--- config.mk ---
export PLATFORM = sky130hd
export DESIGN_NAME = aou_ctrl
export DESIGN_NICKNAME = d
export VERILOG_FILES = /design/src/sv/aou_pkg.sv /design/src/sv/aou_ctrl.sv
export SDC_FILE = /design/constraint.sdc
export NUM_CORES = 1
export LEC_CHECK = 0
export ABC_AREA = 1
export BUFFER_PORTS_ARGS = -buffer_cell sky130_fd_sc_hd__buf_4
export CORE_MARGIN = 2
export CORE_UTILIZATION = 35
export CTS_CLUSTER_SIZE = 8
export DETAILED_ROUTE_END_ITERATION = 7
export PLACE_DENSITY = 0.62
export SLEW_MARGIN = 5
export SYNTH_ARGS = -nofsm -noshare
export SYNTH_HDL_FRONTEND = slang
export SYNTH_SLANG_ARGS = --single-unit
--- constraint.sdc ---
create_clock -name clk -period 1.5 [get_ports clk]
set_input_delay 0.45 -clock clk [delete_from_list [all_inputs] [get_ports clk]]
set_output_delay 0.45 -clock clk [all_outputs]
set_load 0.03 [all_outputs]
--- src/sv/aou_pkg.sv ---
// Shared types and constants of the Adam update engine.
// No dependencies; aou_dp, aou_ctrl and the top level import this package.
`default_nettype none

package aou_pkg;

    // Moment store geometry
    localparam int ENTRIES = 4096;
    localparam int IDX_W   = $clog2(ENTRIES);

    // Configuration port
    localparam int ADDR_W = 4;
    localparam int DATA_W = 32;

    localparam logic [1:0] REG_RATE = 2'd0;
    localparam logic [1:0] REG_DEC1 = 2'd1;
    localparam logic [1:0] REG_DEC2 = 2'd2;
    localparam logic [1:0] REG_EPS  = 2'd3;

    localparam logic [23:0] RATE_RST = 24'd16777;
    localparam logic [15:0] DEC1_RST = 16'd58982;
    localparam logic [15:0] DEC2_RST = 16'd65470;
    localparam logic [31:0] EPS_RST  = 32'd1;

    // Input command codes
    localparam logic CMD_UPDATE = 1'b0;
    localparam logic CMD_CLEAR  = 1'b1;

    // Operand selects
    localparam logic MUL_MOMENT = 1'b0;
    localparam logic MUL_RATE   = 1'b1;
    localparam logic DIV_DELTA  = 1'b0;
    localparam logic DIV_CORR   = 1'b1;
    localparam logic CORR_FIRST  = 1'b0;
    localparam logic CORR_SECOND = 1'b1;

    localparam logic [1:0] MAG_ZERO = 2'd0;
    localparam logic [1:0] MAG_SAT  = 2'd1;
    localparam logic [1:0] MAG_QUOT = 2'd2;

    typedef struct packed {
        logic       take;
        logic       clr_we;
        logic       blend1;
        logic       blend2;
        logic       wb;
        logic       mul_start;
        logic       mul_sel;
        logic       load_v;
        logic       load_t;
        logic       norm_step;
        logic       sqrt_init;
        logic       sqrt_step;
        logic       load_x;
        logic       div_start;
        logic       div_sel;
        logic       corr_sel;
        logic       load_corr;
        logic       load_mag;
        logic [1:0] mag_sel;
        logic       advance;
        logic       load_out;
    } aou_cmd_t;

    typedef struct packed {
        logic clr_last;
        logic mul_done;
        logic div_done;
        logic t_zero;
        logic v_zero;
        logic v_norm;
        logic sqrt_last;
        logic x_sat;
        logic last;
        logic wr_dec1;
        logic wr_dec2;
    } aou_sts_t;

endpackage

`default_nettype wire

--- src/sv/aou_ctrl.sv ---
// Controller of the Adam update engine: sequences the datapath per item.
// Depends on aou_pkg.
`default_nettype none

module aou_ctrl (
    input  wire logic              clk,
    input  wire logic              rst_n,
    input  wire logic              in_valid,
    input  wire logic              in_cmd,
    input  wire logic              out_ready,
    output logic                   in_ready,
    output logic                   out_valid,
    output aou_pkg::aou_cmd_t      ctl,
    input  wire aou_pkg::aou_sts_t sts
);

    import aou_pkg::*;

    localparam logic [4:0] ST_CLR   = 5'd0;
    localparam logic [4:0] ST_CSEL  = 5'd1;
    localparam logic [4:0] ST_CWAIT = 5'd2;
    localparam logic [4:0] ST_IDLE  = 5'd3;
    localparam logic [4:0] ST_BLEND = 5'd4;
    localparam logic [4:0] ST_M2    = 5'd5;
    localparam logic [4:0] ST_WB    = 5'd6;
    localparam logic [4:0] ST_MUL1  = 5'd7;
    localparam logic [4:0] ST_MUL2  = 5'd8;
    localparam logic [4:0] ST_CHK   = 5'd9;
    localparam logic [4:0] ST_NORM  = 5'd10;
    localparam logic [4:0] ST_SQRT  = 5'd11;
    localparam logic [4:0] ST_SHIFT = 5'd12;
    localparam logic [4:0] ST_DCHK  = 5'd13;
    localparam logic [4:0] ST_DIV   = 5'd14;
    localparam logic [4:0] ST_ADV   = 5'd15;
    localparam logic [4:0] ST_OUT   = 5'd16;

    logic [4:0] state_reg;
    logic [4:0] state_next;
    logic [1:0] pend_reg;
    logic [1:0] pend_next;
    logic [1:0] pend_set;
    logic [1:0] pend_clr;
    logic       hold_reg;
    logic       hold_next;
    logic       which_reg;
    logic       which_next;
    logic       out_valid_reg;
    logic       out_valid_next;
    logic [4:0] fin_state;

    // After the magnitude is known: advance powers first on a step end
    assign fin_state = sts.last ? ST_ADV : ST_OUT;

    always_comb
    begin
        ctl            = '0;
        state_next     = state_reg;
        pend_set       = {sts.wr_dec2, sts.wr_dec1};
        pend_clr       = 2'b00;
        hold_next      = hold_reg;
        which_next     = which_reg;
        out_valid_next = out_valid_reg & ~out_ready;
        in_ready       = 1'b0;

        unique case (state_reg)
            ST_CLR:
            begin
                ctl.clr_we = 1'b1;
                if (sts.clr_last)
                    state_next = ST_CSEL;
            end
            ST_CSEL:
            begin
                ctl.div_sel = DIV_CORR;
                if (pend_reg[0])
                begin
                    ctl.div_start = 1'b1;
                    ctl.corr_sel  = CORR_FIRST;
                    pend_clr[0]   = 1'b1;
                    which_next    = CORR_FIRST;
                    state_next    = ST_CWAIT;
                end
                else if (pend_reg[1])
                begin
                    ctl.div_start = 1'b1;
                    ctl.corr_sel  = CORR_SECOND;
                    pend_clr[1]   = 1'b1;
                    which_next    = CORR_SECOND;
                    state_next    = ST_CWAIT;
                end
                else
                    state_next = hold_reg ? ST_OUT : ST_IDLE;
            end
            ST_CWAIT:
            begin
                ctl.corr_sel = which_reg;
                if (sts.div_done)
                begin
                    ctl.load_corr = 1'b1;
                    state_next    = ST_CSEL;
                end
            end
            ST_IDLE:
            begin
                if (pend_reg != 2'b00)
                    state_next = ST_CSEL;
                else
                begin
                    in_ready = 1'b1;
                    if (in_valid)
                    begin
                        ctl.take = 1'b1;
                        if (in_cmd == CMD_UPDATE)
                            state_next = ST_BLEND;
                    end
                end
            end
            ST_BLEND:
            begin
                ctl.blend1 = 1'b1;
                state_next = ST_M2;
            end
            ST_M2:
            begin
                ctl.blend2 = 1'b1;
                state_next = ST_WB;
            end
            ST_WB:
            begin
                ctl.wb        = 1'b1;
                ctl.mul_start = 1'b1;
                ctl.mul_sel   = MUL_MOMENT;
                state_next    = ST_MUL1;
            end
            ST_MUL1:
            begin
                ctl.mul_sel = MUL_RATE;
                if (sts.mul_done)
                begin
                    ctl.load_v    = 1'b1;
                    ctl.mul_start = 1'b1;
                    state_next    = ST_MUL2;
                end
            end
            ST_MUL2:
            begin
                if (sts.mul_done)
                begin
                    ctl.load_t = 1'b1;
                    state_next = ST_CHK;
                end
            end
            ST_CHK:
            begin
                if (sts.t_zero)
                begin
                    ctl.load_mag = 1'b1;
                    ctl.mag_sel  = MAG_ZERO;
                    state_next   = fin_state;
                end
                else if (sts.v_zero)
                begin
                    ctl.load_mag = 1'b1;
                    ctl.mag_sel  = MAG_SAT;
                    state_next   = fin_state;
                end
                else
                    state_next = ST_NORM;
            end
            ST_NORM:
            begin
                if (sts.v_norm)
                begin
                    ctl.sqrt_init = 1'b1;
                    state_next    = ST_SQRT;
                end
                else
                    ctl.norm_step = 1'b1;
            end
            ST_SQRT:
            begin
                ctl.sqrt_step = 1'b1;
                if (sts.sqrt_last)
                    state_next = ST_SHIFT;
            end
            ST_SHIFT:
            begin
                ctl.load_x = 1'b1;
                state_next = ST_DCHK;
            end
            ST_DCHK:
            begin
                ctl.div_sel = DIV_DELTA;
                if (sts.x_sat)
                begin
                    ctl.load_mag = 1'b1;
                    ctl.mag_sel  = MAG_SAT;
                    state_next   = fin_state;
                end
                else
                begin
                    ctl.div_start = 1'b1;
                    state_next    = ST_DIV;
                end
            end
            ST_DIV:
            begin
                if (sts.div_done)
                begin
                    ctl.load_mag = 1'b1;
                    ctl.mag_sel  = MAG_QUOT;
                    state_next   = fin_state;
                end
            end
            ST_ADV:
            begin
                ctl.advance = 1'b1;
                pend_set    = 2'b11;
                hold_next   = 1'b1;
                state_next  = ST_CSEL;
            end
            ST_OUT:
            begin
                if (!out_valid_reg || out_ready)
                begin
                    ctl.load_out   = 1'b1;
                    out_valid_next = 1'b1;
                    hold_next      = 1'b0;
                    state_next     = ST_IDLE;
                end
            end
            default:
                state_next = ST_IDLE;
        endcase

        // A decay write during a running division re-arms that correction
        pend_next = (pend_reg & ~pend_clr) | pend_set;
    end

    always_ff @(posedge clk or negedge rst_n)
    begin
        if (!rst_n)
        begin
            state_reg     <= ST_CLR;
            pend_reg      <= 2'b11;
            hold_reg      <= 1'b0;
            which_reg     <= CORR_FIRST;
            out_valid_reg <= 1'b0;
        end
        else
        begin
            state_reg     <= state_next;
            pend_reg      <= pend_next;
            hold_reg      <= hold_next;
            which_reg     <= which_next;
            out_valid_reg <= out_valid_next;
        end
    end

    assign out_valid = out_valid_reg;

endmodule

`default_nettype wire

; ---- Word-level counts from Yosys, hierarchy flattened
; Index checks and enable logic that the tools add are counted.
[classes]
muxes = 62
n_eq_ne = 26
shifts = 0
n_addsub = 0
n_lt_le_gt_ge = 0
multipliers = 0
div = 0
bitwise_logic = 5
n_reduce_logical = 8
[ops]
columns = op, n
row1 = 5-bit 2-to-1 mux, 18
row2 = 5-bit one-hot mux with 17 select lines, 1
row3 = 5-bit by 4-bit equality test with 1-bit output (second input constant), 8
row4 = 1-bit 2-to-1 mux, 31
row5 = 5-bit by 3-bit equality test with 1-bit output (second input constant), 4
row6 = 2-bit != test (second input constant), 8
row7 = 3-bit 2-to-1 mux, 4
row8 = 5-bit by 2-bit equality test with 1-bit output (second input constant), 2
row9 = 10-bit AND reduction, 1
row10 = 3-bit one-hot mux with 3 select lines, 1
row11 = 2-bit one-hot mux with 2 select lines, 2
row12 = 2-bit 2-to-1 mux, 3
row13 = 3-bit != test (second input constant), 2
row14 = 5-bit by 1-bit equality test with 1-bit output (second input constant), 1
row15 = 5-bit equality test (second input constant), 1
row16 = 5-bit zero test, 1
row17 = 1-bit one-hot mux with 2 select lines, 2
row18 = 2-bit AND reduction, 2
row19 = 2-bit nonzero test, 2
row20 = 2-bit AND, 1
row21 = 2-bit NOT, 1
row22 = 2-bit bitwise OR, 1
row23 = 1-bit AND, 1
row24 = 1-bit zero test, 1
row25 = other kinds (2), 2
[totals]
ramBits = 0
latch_bits = 0
n_memories = 0
ff_bits = 10
wordCells = 106
romBits = 0

; ---- Logic depth before layout (Yosys ltp)
; Gate-level depths: netlist of run 1.
[depth]
depth_word = 6
ltp_mapped = 10

; ---- Worst setup path after synthesis of run 1
; No wires, ideal clock.
[synth_path]
kind = flip-flop to output port
startpoint = register state_reg[1]
endpoint = output port ctl[2] (netlist bit)
path_buffers = 0
path_slack_ns = -0.680
stages_incl_launch_ff = 4
arrival_ns = 1.730
path_cell_list = dfrtp_1 > inv_1 > nand2_1 > o41ai_1
[synth_rtl]
columns = item, line
row1 = from (decl), aou_ctrl.sv:37  ; logic [4:0] state_reg;
row2 = from (signal assigned), aou_ctrl.sv:252  ; state_reg <= state_next;
row3 = to (decl), aou_ctrl.sv:13  ; output aou_pkg::aou_cmd_t ctl,

==> impl_metrics.ini, run 1 <==
[run_status]
status = finished with violations
violations = negative setup slack

[hold_path]
worst_hold_path_type = in2reg
worst_hold_path_stage_count = 2
timing.hold.worst_endpoint = out_valid$_DFF_PN0_
hold_start = out_ready

[clocking]
clock_tree_buf_depth = 2
inserted_clock_buffers = 3
clk_transition_reported_paths_ps = 70
cell_chosen_for_the_clock_root = clkbuf_4
cts_tree = yes
cts_sinks = 10
clock_latency_of_the_later_clocked_register_in_the_worst_skew_pair_ps = 280
ctsHtreeMaxLevel = 1

[drt]
vias = 1616
route.detailed.drc = 0
route.detailed.vias_per_inst = 5.46
detail_route.wl_per_cell_um = 19.3
antenna_violating_nets_post_route = 0
detail_route.iter0.violations = 69
firstDrtPassIters = 4
routed_wirelength_um = 5700

[placed_design]
postPlaceCellArea_um2 = 1760
dpl.cell_count = 270
detailedPlace.worstSlack_ps = -278
routabilityCongestion = 0.872
buffer_ports.inserted = 39
detailedPlacementHpwl_um = 2900

[setup_path]
cp-end-kind = output port
setup.reg_to_reg.worst_slack_ps = -270
regToRegStartpoint = state_reg[1]$_DFFE_PN0P_
r2r-end = state_reg[4]$_DFFE_PN0P_
timing.critical_path.fanout_max = 3
cp_data_required_time_ps = 1050
path_class = reg2out
cp.arrival_ps = 1620
worstRegToRegCells = 13
start_kind = flip-flop

[grt]
global_route.overflow_total = 0
via_count_of_the_first_global_routing_pass = 1568
grt_first_pass_wirelength_um = 6970
grtUsageTotal = 0.273
grt_start_max_net_pins = 11
grt_antenna_before_repair = 0

[synth]
ys_seq_elements = 10
synth-warning-count = 0
post_synth_inst_count = 158
synthesized_area_um2 = 958
mappedNetlistNets = 174
synth_sequential_area_ratio = 0.264
per_instance_average_area_after_synthesis_um2 = 6.07
synth.lib_cells_used.distinct = 24

[timing]
whs_ps = 362
fin_crit_ps = 2070
timing.fmax_mhz = 483
postLayoutSetupSlackWorst_ps = -572
least_margin_pin_slew_ps = 318
finClkSkew_ps = 1.56
setup_viol_count_final = 30
unrepaired_setup_endpoints_after_global_routing = true
final_hold_vio_count = 0
fin_crit_sh = 1.38
final-max-slew-violation-count = 0
slew-limit-headroom = 0.786

[floorplan]
floorplan.io_pins = 40
floorplan.initialDensity = 0.377
die_h_um = 56.3
chipWidth_um = 56.3
std_cell_rows = 18
core-area_um2 = 2540
die-area_um2 = 3170

[finish]
flow.area_growth_from_synthesis_pct = 146
antenna-diode-count = 0
largest_register_ffs = 5
finalNetCount = 283
final_layout_size_suffix_gt1_frac = 0.729
final_cells = 296
layout.filler_cells = 92
final_cell_area_um2 = 2360

[pwr]
total_power_w = 0.00387
leakagePower_nw = 1.20
max_vdd_drop_uv = 1290
power_density_nw_per_um2 = 1640

[flow_run]
drv.max_cap_violation_count = 0
## final cells by class
type                       count  area, um^2  area share
clock buffer                   4        36.3      0.0154
inverter                      29         124      0.0524
multi-input combinational    119         975       0.413
sequential                    10         256       0.109
tap                           30        37.5      0.0159
timing repair buffer         104         933       0.395
## logic make-up (layout without fill, tap and decap cells)
group / count (synthesis) / count (layout) / share of synthesized area
AO/OA/AOI/OAI: 17 / 17 / 0.104
flip-flops: 10 / 10 / 0.264
buffers and inverters: 29 / 137 / 0.114
AND/OR/NAND/NOR: 102 / 102 / 0.518
## how the worst max path moves through the flow
| stage | from | to | slack [ps] | cells past startpoint |
|---|---|---|---|---|
| finish | state_reg[1]$_DFFE_PN0P_ | ctl[4] | -570 | 8 |
| global route | state_reg[1]$_DFFE_PN0P_ | ctl[4] | -610 | 8 |
| CTS | state_reg[0]$_DFFE_PN0P_ | ctl[4] | -460 | 7 |
| detailed placement | state_reg[1]$_DFFE_PN0P_ | ctl[2] | -280 | 5 |
| global placement | state_reg[1]$_DFFE_PN0P_ | ctl[2] | -240 | 5 |
| floorplan | state_reg[2]$_DFFE_PN0P_ | ctl[8] | -320 | 5 |
## metal layers
metal | wire, um | track usage | vias to the layer above | part of all wire
met2 | 2900 | 0.501 | 111 | 0.51
met5 | 0 | 0 | - | 0
met3 | 389 | 0.0369 | 43 | 0.068
met1 | 1990 | 0.318 | 745 | 0.35
li1 | - | - | 717 | -
met4 | 413 | 0.105 | 0 | 0.072
## metrics by stage
step / TNS (ps) / utilization
global route: -12560 / 0.928
floorplan: -2600 / -
finish: -11470 / 0.928
global placement: -3230 / 0.690
detailed placement: -3680 / 0.690
CTS: -8860 / 0.837
## cells in the mapped netlist
cell type | instances | share of area
a211oi_1 | 1 | 0.0078
a21oi_1 | 4 | 0.021
a31oi_1 | 1 | 0.0065
dfrtp_1 | 8 | 0.21
dfstp_2 | 2 | 0.055
inv_1 | 23 | 0.090
inv_2 | 6 | 0.023
nand2_1 | 42 | 0.16
nand2_2 | 4 | 0.026
nand2_4 | 1 | 0.012
nand3_1 | 8 | 0.042
nand3_2 | 6 | 0.063
nand4_1 | 3 | 0.020
nor2_1 | 28 | 0.11
nor2_2 | 3 | 0.020
nor2_4 | 3 | 0.035
nor3_1 | 2 | 0.010
nor3_2 | 1 | 0.010
o211ai_1 | 1 | 0.0078
o21ai_0 | 7 | 0.037
o22ai_1 | 1 | 0.0065
o32ai_1 | 1 | 0.0091
o41ai_1 | 1 | 0.0091
or2_2 | 1 | 0.0065
## repair_timing
item	CTS	global route
hold buffers	1	0
resized for setup	70	41
buffers inserted	11	13
endpoints found under the setup margin	28	29
gates cloned	0	0
pin swaps	18	19
endpoints found under the hold margin	4	0
## where the power goes
group	total, W	internal (W)	switching (W)
Clock	0.000258	0.000148	0.000110
Sequential	0.000469	0.000375	0.0000938
Combinational	0.00315	0.00140	0.00174
Total	0.00387	0.00193	0.00195
## layout by cell type, fill, tap and decap left out, types with 2 or more instances in the layout
master,netlist,routed
inv_1,23,18
nand2_1,42,22
nand3_4,0,6
a21oi_1,4,3
buf_6,0,40
clkbuf_4,0,3
nor2_1,28,6
nand4_1,3,3
nand2_4,1,7
nor2_2,3,4
nor3_2,1,2
inv_2,6,7
buf_4,0,63
dfstp_2,2,2
dfrtp_2,0,3
nand3_1,8,5
inv_4,0,2
nand2_2,4,17
o21ai_0,7,5
nand3_2,6,3
dfrtp_1,8,5
nor2_4,3,24
## critical path, stage by stage (launching register included)
cell and delay (ps):
dfrtp_1 410, inv_2 80, buf_6 120, nor2_4 120, inv_2 80, nor2_4 110, inv_2 50, o211ai_1 170
buf_4 190
(Power assumes the default switching activity.)
==> run 2: changes to the inputs <==
Settings changed: CORE_MARGIN 2 to not set, PLACE_DENSITY 0.62 to 0.59.
Clock period 1.5 ns to 1.95 ns, I/O delays scaled along.
==> impl_metrics.ini, run 2 (synthesis results as in run 1) <==
[setup_path]
critical-path-slowest-cell = dfrtp_2
timing.critical_path.fanout_max = 5
worst_path_largest_cell_delay_ps = 460
cp.arrival_ps = 1500
path_common_cell = nor2_4
cp_data_required_time_ps = 1360
worstRegToRegCells = 12
crit_path_cell_trace = nor2_4 > nand2_4 > nor2_4 > inv_2 > nor2_4 > nand2_2 > o21ai_4 > buf_6
start_kind = flip-flop
path_class = reg2out
cp-end-kind = output port

[pwr]
total_power_w = 0.00215
max_vdd_drop_uv = 999
leakagePower_nw = 0.993
power_density_nw_per_um2 = 1160

[floorplan]
floorplan.initialDensity = 0.380
core-area_um2 = 2520
die-area_um2 = 2950
chipWidth_um = 54.3
std_cell_rows = 18
die_h_um = 54.3
floorplan.io_pins = 40

[grt]
via_count_of_the_first_global_routing_pass = 1196
global_route.overflow_total = 0
grt_first_pass_wirelength_um = 5190
grt_start_max_net_pins = 11
grtUsageTotal = 0.245
grt_antenna_before_repair = 0

[placed_design]
detailedPlace.worstSlack_ps = 2.34
postPlaceCellArea_um2 = 1470
routabilityCongestion = 0.848
detailedPlacementHpwl_um = 2530
dpl.cell_count = 245
buffer_ports.inserted = 39

[timing]
fin_crit_ps = 2080
unrepaired_setup_endpoints_after_global_routing = true
least_margin_pin_slew_ps = 236
setup_viol_count_final = 18
postLayoutSetupSlackWorst_ps = -131
final_hold_vio_count = 0
fin_crit_sh = 1.07
whs_ps = 137
finClkSkew_ps = 2.98
timing.fmax_mhz = 481
final-max-slew-violation-count = 0
slew-limit-headroom = 0.841

[drt]
route.detailed.drc = 0
detail_route.wl_per_cell_um = 12.9
firstDrtPassIters = 4
detail_route.iter0.violations = 27
routed_wirelength_um = 3490
antenna_violating_nets_post_route = 0
route.detailed.vias_per_inst = 4.96
vias = 1344

[finish]
antenna-diode-count = 0
multi_input_comb_area_um2 = 751
mostFrequentLayoutCell = buf_4
largest_register_ffs = 5
ff_latch_area_um2 = 256
flow.area_growth_from_synthesis_pct = 93.1
final_layout_size_suffix_gt1_frac = 0.581
layout_common_cells = 63 x buf_4, 36 x nand2_1, 19 x inv_1
layout.filler_cells = 199
final_cells = 271
finalNetCount = 258
final_cell_area_um2 = 1850

[clocking]
hold_buffers = 0
inserted_clock_buffers = 3
clk_transition_reported_paths_ps = 60
clock_tree_buf_depth = 2
cts_sinks = 10
cell_chosen_for_the_clock_root = clkbuf_4
cts_tree = yes
clock_latency_of_the_later_clocked_register_in_the_worst_skew_pair_ps = 260
ctsHtreeMaxLevel = 1

[run_status]
violations = negative setup slack
status = finished with violations

[flow_run]
drv.max_cap_violation_count = 0

[hold_path]
worst_hold_path_type = in2async
run 2: cell count changes in the layout (fill, tap and decap cells not counted), moves of 3 or more:
cell     previous run  this run
nand3_4             6         3
nor2_1              6        18
nand3_2             3         6
nand2_2            17         9
nand2_1            22        36
buf_6              40        16
nor2_4             24        11
nand2_4             7         2
run 2: stage by stage:
stage	util	setup TNS (ps)
floorplan	-	-47.8
CTS	0.675	-1230
finish	0.734	-1230
global route	0.734	-2890
global placement	0.583	0
detailed placement	0.583	0
run 2: path summary, 6_finish.rpt:
kind	startpoint	endpoint	slack, ps
worst max-delay path	state_reg[2]$_DFFE_PN0P_	ctl[6]	-130
worst min-delay path	rst_n	which_reg$_DFFE_PN0P_	140
worst max register to register	state_reg[2]$_DFFE_PN0P_	state_reg[3]$_DFFE_PN0P_	230
worst min register to register	hold_reg$_DFFE_PN0P_	hold_reg$_DFFE_PN0P_	550
max in group asynchronous	rst_n	pend_reg[0]$_DFF_PN1_	1600
min in group clk	sts[0]	pend_reg[1]$_DFF_PN1_	520
run 2: where the power goes:
part	internal [W]	switching, W	total (W)
registers	0.000288	0.0000628	0.000351
clock network	0.000113	0.0000651	0.000178
logic	0.000691	0.000927	0.00162
run 2: area by class of cell:
| cell class | count | share of cell area |
|---|---|---|
| Clock buffer | 4 | 0.0196 |
| Timing Repair Buffer | 79 | 0.353 |
| Sequential cell | 10 | 0.139 |
| Multi-Input combinational cell | 119 | 0.406 |
| Tap cell | 30 | 0.0203 |
| Inverter | 29 | 0.0629 |
run 2: worst max-delay path, delay by kind of cell, from the launching register on:
kind                   cells  cell delay (ps)
AO/OA/AOI/OAI              1               60
flip-flops                 1              460
buffers and inverters      2              200
AND/OR/NAND/NOR            5              520
run 2: repair_timing:
item,CTS,global route
setup buffers,14,9
pin swaps,9,9
gates resized for setup,28,24
setup endpoints to repair,22,22
run 2: routing by layer:
metal | vias to the layer above | track usage | wire length [um]
li1 | 661 | - | -
met1 | 641 | 0.316 | 1530
met2 | 34 | 0.411 | 1780
met3 | 8 | 0.0306 | 119
met4 | 0 | 0.0983 | 61
met5 | - | 0 | 0
